<file path="config.mk">
export PLATFORM = sky130hd
export DESIGN_NAME = golomb_encoder_bit_packer_top
export DESIGN_NICKNAME = d
export VERILOG_FILES = /design/src/hw/rtl/gebp_pkg.sv /design/src/hw/rtl/gebp_divider.sv /design/src/hw/rtl/gebp_datapath.sv /design/src/hw/rtl/gebp_ctrl.sv /design/src/hw/rtl/golomb_encoder_bit_packer_top.sv
export SDC_FILE = /design/constraint.sdc
export NUM_CORES = 1
export LEC_CHECK = 0
export BUFFER_PORTS_ARGS = -buffer_cell sky130_fd_sc_hd__buf_2
export CAP_MARGIN = 15
export CORE_UTILIZATION = 41
export DETAILED_ROUTE_END_ITERATION = 16
export PLACE_DENSITY_LB_ADDON = 0.3
export RECOVER_POWER = 50
export SYNTH_ARGS = -nofsm -noshare
export SYNTH_HDL_FRONTEND = slang
export SYNTH_SLANG_ARGS = --single-unit
</file>
<file path="constraint.sdc">
create_clock -name clk_i -period 6.2 [get_ports clk_i]
set_input_delay 1.24 -clock clk_i [delete_from_list [all_inputs] [get_ports clk_i]]
set_output_delay 1.24 -clock clk_i [all_outputs]
set_load 0.05 [all_outputs]
</file>
<file path="src/hw/rtl/gebp_pkg.sv">
// Shared types and constants for the Golomb encoder and bit packer.
// Used by gebp_datapath, gebp_ctrl and golomb_encoder_bit_packer_top.
`default_nettype none

package gebp_pkg;

  // Packed output word width
  localparam int WORD_W = 32;
  // Divisor register width and the saturation point of code_bits
  localparam int DIV_W  = 16;
  localparam int CB_W   = 5;
  localparam int CB_MAX = 16;
  // Pending bits plus the new code must stay below this many bits
  localparam int MAX_WORDS  = 3;
  localparam int CODE_LIMIT = (MAX_WORDS + 1) * WORD_W;

  // Configuration register indexes
  localparam logic CFG_DIVISOR   = 1'b0;
  localparam logic CFG_CODE_BITS = 1'b1;

  // Controller to datapath commands
  typedef struct packed {
    logic div_start;   // latch value and start the divider
    logic prep;        // register saturated b and threshold
    logic check;       // register code fields and word count
    logic app_ones;    // append a chunk of unary ones
    logic app_tail;    // append stop bit and remainder field
    logic emit_word;   // move a full word to the output register
    logic emit_flush;  // move leftover bits to the output register
    logic emit_err;    // load an error result
  } gebp_cmd_t;

  // Datapath to controller status
  typedef struct packed {
    logic div_done;
    logic divisor_zero;
    logic bad;
    logic ones_nz;
    logic word_full;
    logic pend_nz;
    logic out_free;
  } gebp_status_t;

endpackage

`default_nettype wire

</file>
<file path="src/hw/rtl/gebp_divider.sv">
// Restoring divider, one quotient bit per cycle.
// Standalone; instantiated by gebp_datapath.
`default_nettype none

module gebp_divider #(
  parameter int VALUE_BITS = 16,
  parameter int DIV_W      = 16
) (
  input  wire logic                  clk_i,
  input  wire logic                  rst_ni,
  input  wire logic                  start_i,
  input  wire logic [VALUE_BITS-1:0] dividend_i,
  input  wire logic [DIV_W-1:0]      divisor_i,
  output logic                       done_o,
  output logic [VALUE_BITS-1:0]      quot_o,
  output logic [DIV_W-1:0]           rem_o
);

  localparam int CntW = $clog2(VALUE_BITS + 1);
  localparam logic [CntW-1:0] Steps = CntW'(VALUE_BITS);

  logic                  busy_q;
  logic [CntW-1:0]       cnt_q;
  logic [VALUE_BITS-1:0] quot_q;
  logic [DIV_W-1:0]      rem_q;

  logic [DIV_W:0] trial;
  logic [DIV_W:0] diff;
  logic           fits;

  // one restoring step
  assign trial = {rem_q, quot_q[VALUE_BITS-1]};
  assign diff  = trial - {1'b0, divisor_i};
  assign fits  = (trial >= {1'b0, divisor_i});

  always_ff @(posedge clk_i or negedge rst_ni) begin
    if (!rst_ni) begin
      busy_q <= 1'b0;
      cnt_q  <= '0;
    end else if (start_i) begin
      busy_q <= 1'b1;
      cnt_q  <= Steps;
    end else if (busy_q) begin
      cnt_q <= cnt_q - CntW'(1);
      if (cnt_q == CntW'(1)) begin
        busy_q <= 1'b0;
      end
    end
  end

  always_ff @(posedge clk_i) begin
    if (start_i) begin
      quot_q <= dividend_i;
      rem_q  <= '0;
    end else if (busy_q) begin
      quot_q <= {quot_q[VALUE_BITS-2:0], fits};
      rem_q  <= fits ? diff[DIV_W-1:0] : trial[DIV_W-1:0];
    end
  end

  assign done_o = !busy_q;
  assign quot_o = quot_q;
  assign rem_o  = rem_q;

endmodule

`default_nettype wire

</file>
<file path="src/hw/rtl/gebp_datapath.sv">
// Datapath: configuration registers, divider, code field logic,
// left-aligned bit accumulator and output register. Uses gebp_pkg, gebp_divider.
`default_nettype none

module gebp_datapath #(
  parameter int VALUE_BITS   = 16,
  parameter int MAX_QUOTIENT = 62
) (
  input  wire logic                   clk_i,
  input  wire logic                   rst_ni,
  // configuration
  input  wire logic                   cfg_we_i,
  input  wire logic                   cfg_idx_i,
  input  wire logic [gebp_pkg::DIV_W-1:0] cfg_wdata_i,
  // item payload
  input  wire logic [VALUE_BITS-1:0]  value_i,
  // control
  input  wire gebp_pkg::gebp_cmd_t    cmd_i,
  output gebp_pkg::gebp_status_t      status_o,
  // result
  input  wire logic                   out_ready_i,
  output logic                        out_valid_o,
  output logic [gebp_pkg::WORD_W-1:0] out_code_word_o,
  output logic [5:0]                  out_bit_count_o,
  output logic                        out_last_o,
  output logic                        out_error_o
);

  localparam int WW   = gebp_pkg::WORD_W;
  localparam int DW   = gebp_pkg::DIV_W;
  localparam int QW   = $clog2(MAX_QUOTIENT + 1);
  localparam int SumW = $clog2(MAX_QUOTIENT + 178);
  localparam logic [VALUE_BITS-1:0] MaxQ  = VALUE_BITS'(MAX_QUOTIENT);
  localparam logic [SumW-1:0]       Limit = SumW'(gebp_pkg::CODE_LIMIT);

  // configuration registers
  logic [DW-1:0]               divisor_q;
  logic [gebp_pkg::CB_W-1:0]   code_bits_q;

  always_ff @(posedge clk_i or negedge rst_ni) begin
    if (!rst_ni) begin
      divisor_q   <= DW'(8);
      code_bits_q <= gebp_pkg::CB_W'(3);
    end else if (cfg_we_i) begin
      unique case (cfg_idx_i)
        gebp_pkg::CFG_DIVISOR:   divisor_q   <= cfg_wdata_i;
        gebp_pkg::CFG_CODE_BITS: code_bits_q <= cfg_wdata_i[gebp_pkg::CB_W-1:0];
        default: ;
      endcase
    end
  end

  // divider
  logic                  div_done;
  logic [VALUE_BITS-1:0] quot;
  logic [DW-1:0]         rem;

  gebp_divider #(
    .VALUE_BITS(VALUE_BITS),
    .DIV_W     (DW)
  ) u_div (
    .clk_i     (clk_i),
    .rst_ni    (rst_ni),
    .start_i   (cmd_i.div_start),
    .dividend_i(value_i),
    .divisor_i (divisor_q),
    .done_o    (div_done),
    .quot_o    (quot),
    .rem_o     (rem)
  );

  // first stage of the remainder code: saturated b and T = 2^b - M
  logic [4:0]    bsat;
  logic [DW:0]   pow2;
  logic [DW+1:0] tdiff;
  logic [4:0]    bsat_q;
  logic [DW-1:0] thr_q;

  assign bsat  = (code_bits_q > 5'(gebp_pkg::CB_MAX)) ? 5'(gebp_pkg::CB_MAX) : code_bits_q;
  assign pow2  = (DW+1)'(1) << bsat;
  assign tdiff = {1'b0, pow2} - {2'b0, divisor_q};

  always_ff @(posedge clk_i) begin
    if (cmd_i.prep) begin
      bsat_q <= bsat;
      thr_q  <= tdiff[DW+1] ? '0 : tdiff[DW-1:0];
    end
  end

  // second stage: field length, field value, reject test, word count
  logic          short_form;
  logic [4:0]    tlen;
  logic [DW:0]   tsum;
  logic [DW-1:0] tmask;
  logic [DW-1:0] tval;
  logic [SumW-1:0] code_sum;
  logic          q_big;

  // short form sends the remainder itself, long form remainder plus T
  assign short_form = (rem < thr_q);
  assign tlen  = short_form ? (bsat_q - 5'd1) : bsat_q;
  assign tsum  = short_form ? {1'b0, rem} : ({1'b0, rem} + {1'b0, thr_q});
  assign tmask = ~({DW{1'b1}} << tlen);
  assign tval  = tsum[DW-1:0] & tmask;
  assign q_big = (quot > MaxQ);

  // accumulator: pending bits left-aligned at the top, zeros below
  logic [2*WW-1:0] acc_q;
  logic [5:0]      cnt_q;
  logic [QW-1:0]   ones_q;
  logic [4:0]      tlen_q;
  logic [DW-1:0]   tval_q;
  logic [1:0]      total_q;
  logic [1:0]      sent_q;

  assign code_sum = SumW'(cnt_q) + SumW'(quot[QW-1:0]) + SumW'(1) + SumW'(tlen);

  // chunk to append, left-aligned in a word
  logic [5:0]    ones_k;
  logic [5:0]    tail_len;
  logic [WW-1:0] chunk;
  logic [5:0]    chunk_len;
  logic [2*WW-1:0] chunk_pos;

  assign ones_k   = (32'(ones_q) > 32'(WW)) ? 6'(WW) : 6'(ones_q);
  assign tail_len = 6'(tlen_q) + 6'd1;

  always_comb begin
    if (cmd_i.app_tail) begin
      chunk     = (WW'(tval_q)) << (6'(WW) - tail_len);
      chunk_len = tail_len;
    end else begin
      chunk     = ~({WW{1'b1}} >> ones_k);
      chunk_len = ones_k;
    end
  end

  assign chunk_pos = {chunk, {WW{1'b0}}} >> cnt_q;

  always_ff @(posedge clk_i or negedge rst_ni) begin
    if (!rst_ni) begin
      acc_q <= '0;
      cnt_q <= '0;
    end else if (cmd_i.app_ones || cmd_i.app_tail) begin
      acc_q <= acc_q | chunk_pos;
      cnt_q <= cnt_q + chunk_len;
    end else if (cmd_i.emit_word) begin
      acc_q <= {acc_q[WW-1:0], {WW{1'b0}}};
      cnt_q <= cnt_q - 6'(WW);
    end else if (cmd_i.emit_flush) begin
      acc_q <= '0;
      cnt_q <= '0;
    end
  end

  // per-item code fields and word bookkeeping
  always_ff @(posedge clk_i) begin
    if (cmd_i.check) begin
      ones_q  <= quot[QW-1:0];
      tlen_q  <= tlen;
      tval_q  <= tval;
      total_q <= code_sum[6:5];
      sent_q  <= '0;
    end else begin
      if (cmd_i.app_ones) begin
        ones_q <= ones_q - QW'(ones_k);
      end
      if (cmd_i.emit_word) begin
        sent_q <= sent_q + 2'd1;
      end
    end
  end

  // output register
  logic            out_valid_q;
  logic [WW-1:0]   out_word_q;
  logic [5:0]      out_count_q;
  logic            out_last_q;
  logic            out_error_q;
  logic            out_free;
  logic            load;

  assign out_free = !out_valid_q || out_ready_i;
  assign load     = cmd_i.emit_word || cmd_i.emit_flush || cmd_i.emit_err;

  always_ff @(posedge clk_i or negedge rst_ni) begin
    if (!rst_ni) begin
      out_valid_q <= 1'b0;
    end else if (load) begin
      out_valid_q <= 1'b1;
    end else if (out_ready_i) begin
      out_valid_q <= 1'b0;
    end
  end

  always_ff @(posedge clk_i) begin
    if (cmd_i.emit_word) begin
      out_word_q  <= acc_q[2*WW-1:WW];
      out_count_q <= 6'(WW);
      out_last_q  <= ({1'b0, sent_q} + 3'd1 == {1'b0, total_q});
      out_error_q <= 1'b0;
    end else if (cmd_i.emit_flush) begin
      out_word_q  <= acc_q[2*WW-1:WW];
      out_count_q <= cnt_q;
      out_last_q  <= 1'b1;
      out_error_q <= 1'b0;
    end else if (cmd_i.emit_err) begin
      out_word_q  <= '0;
      out_count_q <= '0;
      out_last_q  <= 1'b1;
      out_error_q <= 1'b1;
    end
  end

  assign out_valid_o     = out_valid_q;
  assign out_code_word_o = out_word_q;
  assign out_bit_count_o = out_count_q;
  assign out_last_o      = out_last_q;
  assign out_error_o     = out_error_q;

  // status to the controller
  always_comb begin
    status_o.div_done     = div_done;
    status_o.divisor_zero = (divisor_q == '0);
    status_o.bad          = q_big || (code_sum >= Limit);
    status_o.ones_nz      = (ones_q != '0);
    status_o.word_full    = (cnt_q >= 6'(WW));
    status_o.pend_nz      = (cnt_q != '0);
    status_o.out_free     = out_free;
  end

endmodule

`default_nettype wire

</file>
<file path="src/hw/rtl/gebp_ctrl.sv">
// Controller state machine: sequences division, code checks, appends and
// word output. Uses gebp_pkg; drives gebp_datapath through command signals.
`default_nettype none

module gebp_ctrl (
  input  wire logic                   clk_i,
  input  wire logic                   rst_ni,
  input  wire logic                   in_valid_i,
  input  wire logic                   in_kind_i,
  output logic                        in_ready_o,
  input  wire gebp_pkg::gebp_status_t status_i,
  output gebp_pkg::gebp_cmd_t         cmd_o
);

  localparam logic [3:0] S_IDLE   = 4'd0;
  localparam logic [3:0] S_DIV    = 4'd1;
  localparam logic [3:0] S_PREP   = 4'd2;
  localparam logic [3:0] S_CHECK  = 4'd3;
  localparam logic [3:0] S_ONES   = 4'd4;
  localparam logic [3:0] S_WORD_O = 4'd5;
  localparam logic [3:0] S_TAIL   = 4'd6;
  localparam logic [3:0] S_WORD_T = 4'd7;
  localparam logic [3:0] S_FLUSH  = 4'd8;
  localparam logic [3:0] S_ERR    = 4'd9;

  localparam logic KIND_FLUSH = 1'b1;

  logic [3:0] state_q, state_d;

  always_ff @(posedge clk_i or negedge rst_ni) begin
    if (!rst_ni) begin
      state_q <= S_IDLE;
    end else begin
      state_q <= state_d;
    end
  end

  assign in_ready_o = (state_q == S_IDLE);

  // next state and commands
  always_comb begin
    state_d = state_q;
    cmd_o   = '0;
    unique case (state_q)
      S_IDLE: begin
        if (in_valid_i) begin
          if (in_kind_i == KIND_FLUSH) begin
            if (status_i.pend_nz) begin
              state_d = S_FLUSH;
            end
          end else if (status_i.divisor_zero) begin
            state_d = S_ERR;
          end else begin
            cmd_o.div_start = 1'b1;
            state_d         = S_DIV;
          end
        end
      end
      S_DIV: begin
        if (status_i.div_done) begin
          state_d = S_PREP;
        end
      end
      S_PREP: begin
        cmd_o.prep = 1'b1;
        state_d    = S_CHECK;
      end
      S_CHECK: begin
        if (status_i.bad) begin
          state_d = S_ERR;
        end else begin
          cmd_o.check = 1'b1;
          state_d     = S_ONES;
        end
      end
      S_ONES: begin
        cmd_o.app_ones = 1'b1;
        state_d        = S_WORD_O;
      end
      S_WORD_O: begin
        if (!status_i.word_full || status_i.out_free) begin
          cmd_o.emit_word = status_i.word_full;
          state_d         = status_i.ones_nz ? S_ONES : S_TAIL;
        end
      end
      S_TAIL: begin
        cmd_o.app_tail = 1'b1;
        state_d        = S_WORD_T;
      end
      S_WORD_T: begin
        if (!status_i.word_full || status_i.out_free) begin
          cmd_o.emit_word = status_i.word_full;
          state_d         = S_IDLE;
        end
      end
      S_FLUSH: begin
        if (status_i.out_free) begin
          cmd_o.emit_flush = 1'b1;
          state_d          = S_IDLE;
        end
      end
      S_ERR: begin
        if (status_i.out_free) begin
          cmd_o.emit_err = 1'b1;
          state_d        = S_IDLE;
        end
      end
      default: state_d = S_IDLE;
    endcase
  end

endmodule

`default_nettype wire

</file>
<file path="src/hw/rtl/golomb_encoder_bit_packer_top.sv">
// Top level of the Golomb encoder and 32-bit bit packer.
// Depends on gebp_pkg, gebp_ctrl, gebp_datapath and gebp_divider.
//
//  channel  | handshake               | payload
//  ---------+-------------------------+--------------------------------------
//  input    | in_valid_i / in_ready_o | in_kind_i, in_value_i
//  result   | out_valid_o/out_ready_i | out_code_word_o, out_bit_count_o,
//           |                         | out_last_o, out_error_o
//  config   | cfg_we_i                | cfg_idx_i, cfg_wdata_i
//
// A value item passes through the restoring divider (one quotient bit per
// cycle), a prep and a check state, then one append and one word check per
// 32-bit chunk of unary code (at least one), then the stop bit and remainder
// field and a last word check. A flush emits the pending bits, if there are
// any; a rejected value goes to the error state at once with a zero divisor
// and after the divider, prep and check states otherwise.
// Reset is asynchronous; no clearing pass is needed.
// A stalled result holds the controller in its word, flush or error state;
// the next item is taken once the previous one has handed its last word to
// the output register.
`default_nettype none

module golomb_encoder_bit_packer_top #(
  parameter int VALUE_BITS   = 16,
  parameter int MAX_QUOTIENT = 62
) (
  input  wire logic                   clk_i,
  input  wire logic                   rst_ni,
  // configuration
  input  wire logic                   cfg_we_i,
  input  wire logic                   cfg_idx_i,
  input  wire logic [15:0]            cfg_wdata_i,
  // input items
  input  wire logic                   in_valid_i,
  output logic                        in_ready_o,
  input  wire logic                   in_kind_i,
  input  wire logic [VALUE_BITS-1:0]  in_value_i,
  // results
  output logic                        out_valid_o,
  input  wire logic                   out_ready_i,
  output logic [31:0]                 out_code_word_o,
  output logic [5:0]                  out_bit_count_o,
  output logic                        out_last_o,
  output logic                        out_error_o
);

  gebp_pkg::gebp_cmd_t    cmd;
  gebp_pkg::gebp_status_t status;

  gebp_ctrl u_ctrl (
    .clk_i     (clk_i),
    .rst_ni    (rst_ni),
    .in_valid_i(in_valid_i),
    .in_kind_i (in_kind_i),
    .in_ready_o(in_ready_o),
    .status_i  (status),
    .cmd_o     (cmd)
  );

  gebp_datapath #(
    .VALUE_BITS  (VALUE_BITS),
    .MAX_QUOTIENT(MAX_QUOTIENT)
  ) u_dp (
    .clk_i          (clk_i),
    .rst_ni         (rst_ni),
    .cfg_we_i       (cfg_we_i),
    .cfg_idx_i      (cfg_idx_i),
    .cfg_wdata_i    (cfg_wdata_i),
    .value_i        (in_value_i),
    .cmd_i          (cmd),
    .status_o       (status),
    .out_ready_i    (out_ready_i),
    .out_valid_o    (out_valid_o),
    .out_code_word_o(out_code_word_o),
    .out_bit_count_o(out_bit_count_o),
    .out_last_o     (out_last_o),
    .out_error_o    (out_error_o)
  );

endmodule

`default_nettype wire

</file>
**After elaboration in Yosys (flattened, before gate mapping)**

Index checks and enable logic that the tools add are counted.

- Bitwise gates (word level): 5
- Shift operators: 5
- $add $sub $neg: 15
- Equality and inequality tests: 17
- Reductions and logical operators: 24
- Multiplexer cells: 57
- Order comparisons: 7

Operator list:

| cell | count |
|---|---|
| $mux W64 | 3 |
| $mux W32 | 4 |
| $mux W16 | 4 |
| $or A64 B64 Y64 | 1 |
| $shr A64 B6 Y64 | 1 |
| $mux W6 | 9 |
| $mux W4 | 9 |
| $pmux W4 S9 | 1 |
| $not A32 Y32 | 1 |
| $shl A16 B6 Y32 | 1 |
| $shr A32 B6 Y32 const A | 1 |
| $mux W1 | 22 |
| $mux W5 | 4 |
| $sub A17 B16 Y18 | 1 |
| $ge A17 B16 Y1 | 1 |
| $shl A1 B5 Y17 const A | 1 |
| $add A16 B16 Y16 | 1 |
| $and A16 B16 Y16 | 1 |
| $eq A4 B3 Y1 const B | 4 |
| $gt A16 B6 Y1 const B | 1 |
| $logic_not A16 Y1 | 1 |
| $lt A16 B16 Y1 | 1 |
| $not A16 Y16 | 1 |
| $shl A16 B5 Y16 const A | 1 |
| other kinds (35) | 55 |

- Flip-flop bits (word level): 226
- Output and inout bits: 42
- Bits of input ports: 39

**Depth between registers and ports, before layout**

- Depth after elaboration: 8
- Gate-level depth with buffers: 26
- Gate-level depth less buffers: 25

**By module**

From an unflattened synthesis, not the netlist that was laid out.

- Cell total of the unflattened synthesis: 2031
- Area total of the unflattened synthesis: 17933.4 µm²

Modules (own cells, without submodules):

| module | cells an instance | sequential area each (µm²) | instances | area an instance (µm²) |
|---|---|---|---|---|
| gebp_datapath | 1717 | 4978.5 | 1 | 14976.9 |
| gebp_divider | 268 | 950.9 | 1 | 2578.7 |
| gebp_ctrl | 46 | 100.1 | 1 | 377.9 |

**Worst setup path after synthesis**

No wires, ideal clock.

- Path kind: flip-flop to flip-flop
- Start point: reg u_dp.thr_q[1]
- End point: reg u_dp.tlen_q[0] (enable)
- Setup time: 0.382 ns
- Buffers on the path: 1
- Slack: 0.918 ns
- Arrival time: 4.900 ns
- Data required time: 5.818 ns
- Clock period less this slack: 5.282 ns
- Stages on the path, launching flop included: 24
- Cells stage by stage: edfxtp_1 > inv_1 > ha_1 > nor2b_1 > o21ai_0 > a21oi_1 > o21ai_0 > a21oi_1 > o211ai_1 > a211oi_1 > or2_2 > clkbuf_1 > mux2i_1 > ha_1 > nor2b_1 > o21a_1 > o21a_1 > o21ai_0 > nand2b_1 > nand2_1 > nor2_1 > a311oi_1 > nand4_1 > inv_1

RTL lines:

| item | line | text |
|---|---|---|
| from (decl) | gebp_datapath.sv:77 | `logic [DW-1:0] thr_q;` |
| from (signal assigned) | gebp_datapath.sv:86 | `thr_q <= tdiff[DW+1] ? '0 : tdiff[DW-1:0];` |
| to (signal assigned) | gebp_datapath.sv:160 | `tlen_q <= tlen;` |
| to (decl) | gebp_datapath.sv:111 | `logic [4:0] tlen_q;` |

**Final worst setup path**

- Start point: reg u_dp.u_div.rem_q[0], in the netlist u_dp.u_div.rem_o[0]
- End point: reg u_dp.ones_q[1] (enable)

- Word-level cells in the longest chain between the ends: 8

Ends and longest elaborated chain:

| item | line | text |
|---|---|---|
| from (decl) | gebp_divider.sv:25 | `logic [DIV_W-1:0] rem_q;` |
| from (signal assigned) | gebp_divider.sv:57 | `rem_q <= fits ? diff[DIV_W-1:0] : trial[DIV_W-1:0];` |
| $lt A16 B16 Y1 | gebp_datapath.sv:100 | `assign short_form = (rem < thr_q);` |
| $mux W5 | gebp_datapath.sv:101 | `assign tlen = short_form ? (bsat_q - 5'd1) : bsat_q;` |
| named net u_dp.tlen[0] | gebp_datapath.sv:92 | `logic [4:0] tlen;` |
| $add A8 B5 Y8 | gebp_datapath.sv:116 | `assign code_sum = SumW'(cnt_q) + SumW'(quot[QW-1:0]) + SumW'(1) + SumW'(tlen);` |
| $ge A8 B8 Y1 | gebp_datapath.sv:225 | `status_o.bad = q_big \|\| (code_sum >= Limit);` |
| $logic_or A1 B1 Y1 | gebp_datapath.sv:225 |  |
| $mux W1 | gebp_ctrl.sv:69 | `if (status_i.bad) begin` |
| $mux W1 | gebp_ctrl.sv:44 | `unique case (state_q)` |
| $reduce_bool A2 Y1 (no source line) | - |  |
| to (signal assigned) | gebp_datapath.sv:159 | `ones_q <= quot[QW-1:0];` |
| to (signal assigned) | gebp_datapath.sv:166 | `ones_q <= ones_q - QW'(ones_k);` |
| to (decl) | gebp_datapath.sv:110 | `logic [QW-1:0] ones_q;` |

The timed path passes the listed nets, and every way through them passes these cells.
A chain may end at the register's enable or synchronous reset.

==> run_results.csv <==
group,metric,value,unit
sta,period_share,0.8538,
sta,fin_skew,0.02946,ns
drt,vias,15500,
yosys,syn_avg_cell_area,8.816,sq um
yosys,synth_edf_count,99,
clock_tree,cts_resized,0,
drt,drt-initial-drc-count,1553,
sta,finalMaxSlewViolations,200,
setup_path,crit_fanout,37,
setup_path,crit_path_start_kind,"flip-flop",
placed_design,gp_congestion,0.9443,
yosys,synth.net_count,2089,
yosys,syn_inst,1960,
power_and_ir_drop,leakagePower,0.007788,uW
yosys,yosysSeqAreaShare,0.3489,
setup_path,r2r_cells,24,
sta,final_hold_viol_count,0,
setup_path,r2r_setup_slack,0.91,ns
final_layout,layout.area.seq,6030,sq um
clock_tree,ctsHoldBuffers,0,
final_layout,area_growth,9.551,%
global_routing,grt_pass1_vias,14820,
clock_tree,cts_sinks,226,
worst_hold_path,holdPathStages,2,
clock_tree,post-cts-setup-buffer-count,0,
floorplanning,num_rows,74,
final_layout,final_layout_size_suffix_gt1_frac,0.1104,
power_and_ir_drop,ir_drop,0.2244,mV
placed_design,portBuffers,80,
sta,tns,0,ns
clock_tree,numCtsBuffers,27,
sta,rsz0062_at_grt,"no",
clock_tree,cts_root_buf,"clkbuf_16",
setup_path,worstSetupEndpointType,"flip-flop",
global_routing,grt_pass1_wl,84320,um
status,outcome,"finished with violations",
clock_tree,cts_tree,"yes",
yosys,ys_types,108,
global_routing,grt_max_degree,57,
global_routing,grt_overflow_total,0,
floorplanning,coreArea,41200,sq um
power_and_ir_drop,p_per_area,374.7,nW/um^2
sta,finalCriticalPeriod,5.294,ns
yosys,synthFlopType,"edfxtp_1",
yosys,synth-async-reset-ratio,0.4513,
sta,worstMarginPinSlew,3.193,ns
final_layout,multi_input_area,10370,sq um
sta,fmax,188.9,MHz
drt,avgRoutedWirePerCell,21.01,um
floorplanning,pin_count,81,
floorplanning,fp.dieW,207.3,um
placed_design,hpwl,40320,um
drt,postRouteAntennaNets,0,
setup_path,worstSetupStartpoint,"u_dp.u_div.rem_o[0]",
global_routing,grt_usage,0.2442,
clock_tree,cts.path.max_buffers,3,
flow_run,cap_violations,5,
yosys,ys.warnings.count,0,
clock_tree,path_clk_slew,0.06,ns
final_layout,final_common_cell,"nand2_1",
drt,drc,0,
setup_path,rr_endpoint,"u_dp.ones_q[1]",
yosys,ys_seq_elements,226,
drt,first_pass_iters,6,
worst_hold_path,hp-start,"u_dp.out_error_o",
worst_hold_path,min_path_type,"flip-flop to flip-flop",
global_routing,antenna_found_initial,2,
final_layout,fin_area,18930,sq um
sta,setup_viol,0,
yosys,synth_area,17280,sq um
setup_path,crit_type,"flip-flop to flip-flop",
setup_path,endpoint,"u_dp.ones_q[1]",
setup_path,crit_arrival,5.46,ns
floorplanning,dieArea,42970,sq um
setup_path,r2r_start,"u_dp.u_div.rem_o[0]",
setup_path,cp_data_required_time,6.37,ns
clock_tree,htreeDepth,1,
floorplanning,die_h,207.3,um
final_layout,final_util,0.4595,
status,violations,"max-capacitance violations, max-slew violations",
final_layout,num-fill-cells,3952,
clock_tree,clkLatencyLatePin,0.56,ns
drt,routed_wl,53250,um
sta,maxSlewHeadroom,-1.129,
final_layout,nets,2110,
final_layout,most-common-layout-cells,"nand2_1 (191), nor2_1 (166), o21ai_0 (144)",
floorplanning,start_util,0.4194,
placed_design,place_area,18070,sq um
drt,vias_per_cell,6.117,
## worst min-delay path by stage
| stage | end | slack (ns) |
|---|---|---|
| final | u_dp.out_error_o | 0.45 |
| after global routing | u_dp.out_bit_count_o[3] | 0.48 |
| after CTS | u_dp.out_error_o | 0.45 |
| after detailed placement | u_dp.out_bit_count_o[3] | 0.44 |
| after global placement | u_dp.out_error_o | 0.43 |
| after floorplan | u_dp.acc_q[16] | 0.44 |
## Yosys cell counts (19+ instances only)
cell	count	share of area
xnor2_1	36	0.018
nand2b_1	22	0.0080
ha_1	85	0.062
o21ai_0	144	0.042
edfxtp_1	99	0.17
and3_1	27	0.0098
mux2_2	50	0.033
clkbuf_1	90	0.020
mux2i_1	59	0.034
o211ai_1	31	0.013
nand3_1	52	0.015
a211oi_1	37	0.016
nor3_1	50	0.014
inv_1	101	0.022
and2_1	44	0.016
nor2b_1	25	0.0091
nor2_1	168	0.036
dfxtp_1	25	0.029
a21oi_1	111	0.032
nand2_1	191	0.041
mux4_2	19	0.025
dfrtp_1	99	0.14
## metrics by stage
step	hold WS, ns	instances	power (uW)	setup WS (ns)
floorplan	0.4386	1960	4717	0.9177
global placement	0.4320	2479	5477	1.078
detailed placement	0.4378	2479	5544	0.8951
CTS	0.4503	2528	7120	0.8765
global route	0.4774	2534	7578	0.3006
finish	0.4503	2534	7093	0.9063
## flip-flops by register name, summed over array words and instances, names as in the netlist, 16 cells and up
name and count:
u_dp.acc_q 64, u_dp.out_code_word_o 32, u_dp.divisor_q 16, u_dp.thr_q 16, u_dp.tval_q 16, u_dp.u_div.quot_o 16
u_dp.u_div.rem_o 16
## where the power goes
| group | internal [uW] | switching, uW |
|---|---|---|
| Combinational | 1250 | 1980 |
| Clock | 907 | 657 |
| Sequential | 2000 | 307 |
| Total | 4150 | 2940 |
## logic make-up after synthesis
logic type | share of synthesized area
XOR/XNOR | 0.02737
flip-flops | 0.3489
buffers and inverters | 0.05271
other | 0.0002170
adder cells (fa/ha/maj) | 0.06734
multiplexers | 0.09456
AO/OA/AOI/OAI | 0.2237
AND/OR/NAND/NOR | 0.1852
## per-layer routing
| layer | routed length [um] | track usage | part of all wire |
|---|---|---|---|
| met5 | 13 | 0 | 0.00024 |
| met4 | 1523 | 0.07102 | 0.029 |
| met1 | 22800 | 0.3329 | 0.43 |
| met3 | 3652 | 0.02542 | 0.069 |
| met2 | 25260 | 0.4098 | 0.47 |
## worst max-delay path, stage by stage (launching register included)
cell and delay, ns:
dfxtp_1 0.43, inv_1 0.13, ha_1 0.20, nor2b_1 0.11, o21ai_0 0.09, a21oi_1 0.15, o21ai_0 0.09, a21oi_1 0.16
o211ai_1 0.09, a211oi_1 0.51, or2_2 0.23, buf_4 0.33, xnor2_1 0.16, inv_1 0.08, ha_1 0.14, nor2b_1 0.04
o21a_1 0.16, o21a_1 0.17, o21ai_0 0.15, nand2b_1 0.11, nand2_1 0.10, nor2_1 0.05, a311oi_1 0.37, nand4_1 0.39
o21ai_0 0.47
## area by class of cell
cell class	count	area share
Sequential cell	226	0.3185
Tap cell	532	0.03516
Timing Repair Buffer	112	0.03073
Clock inverter	16	0.007006
Multi-Input combinational cell	1508	0.5479
Clock buffer	33	0.03959
Antenna cell	1	0.0001322
Inverter	106	0.02102
Note: power is estimated with default switching activity, not from simulation.
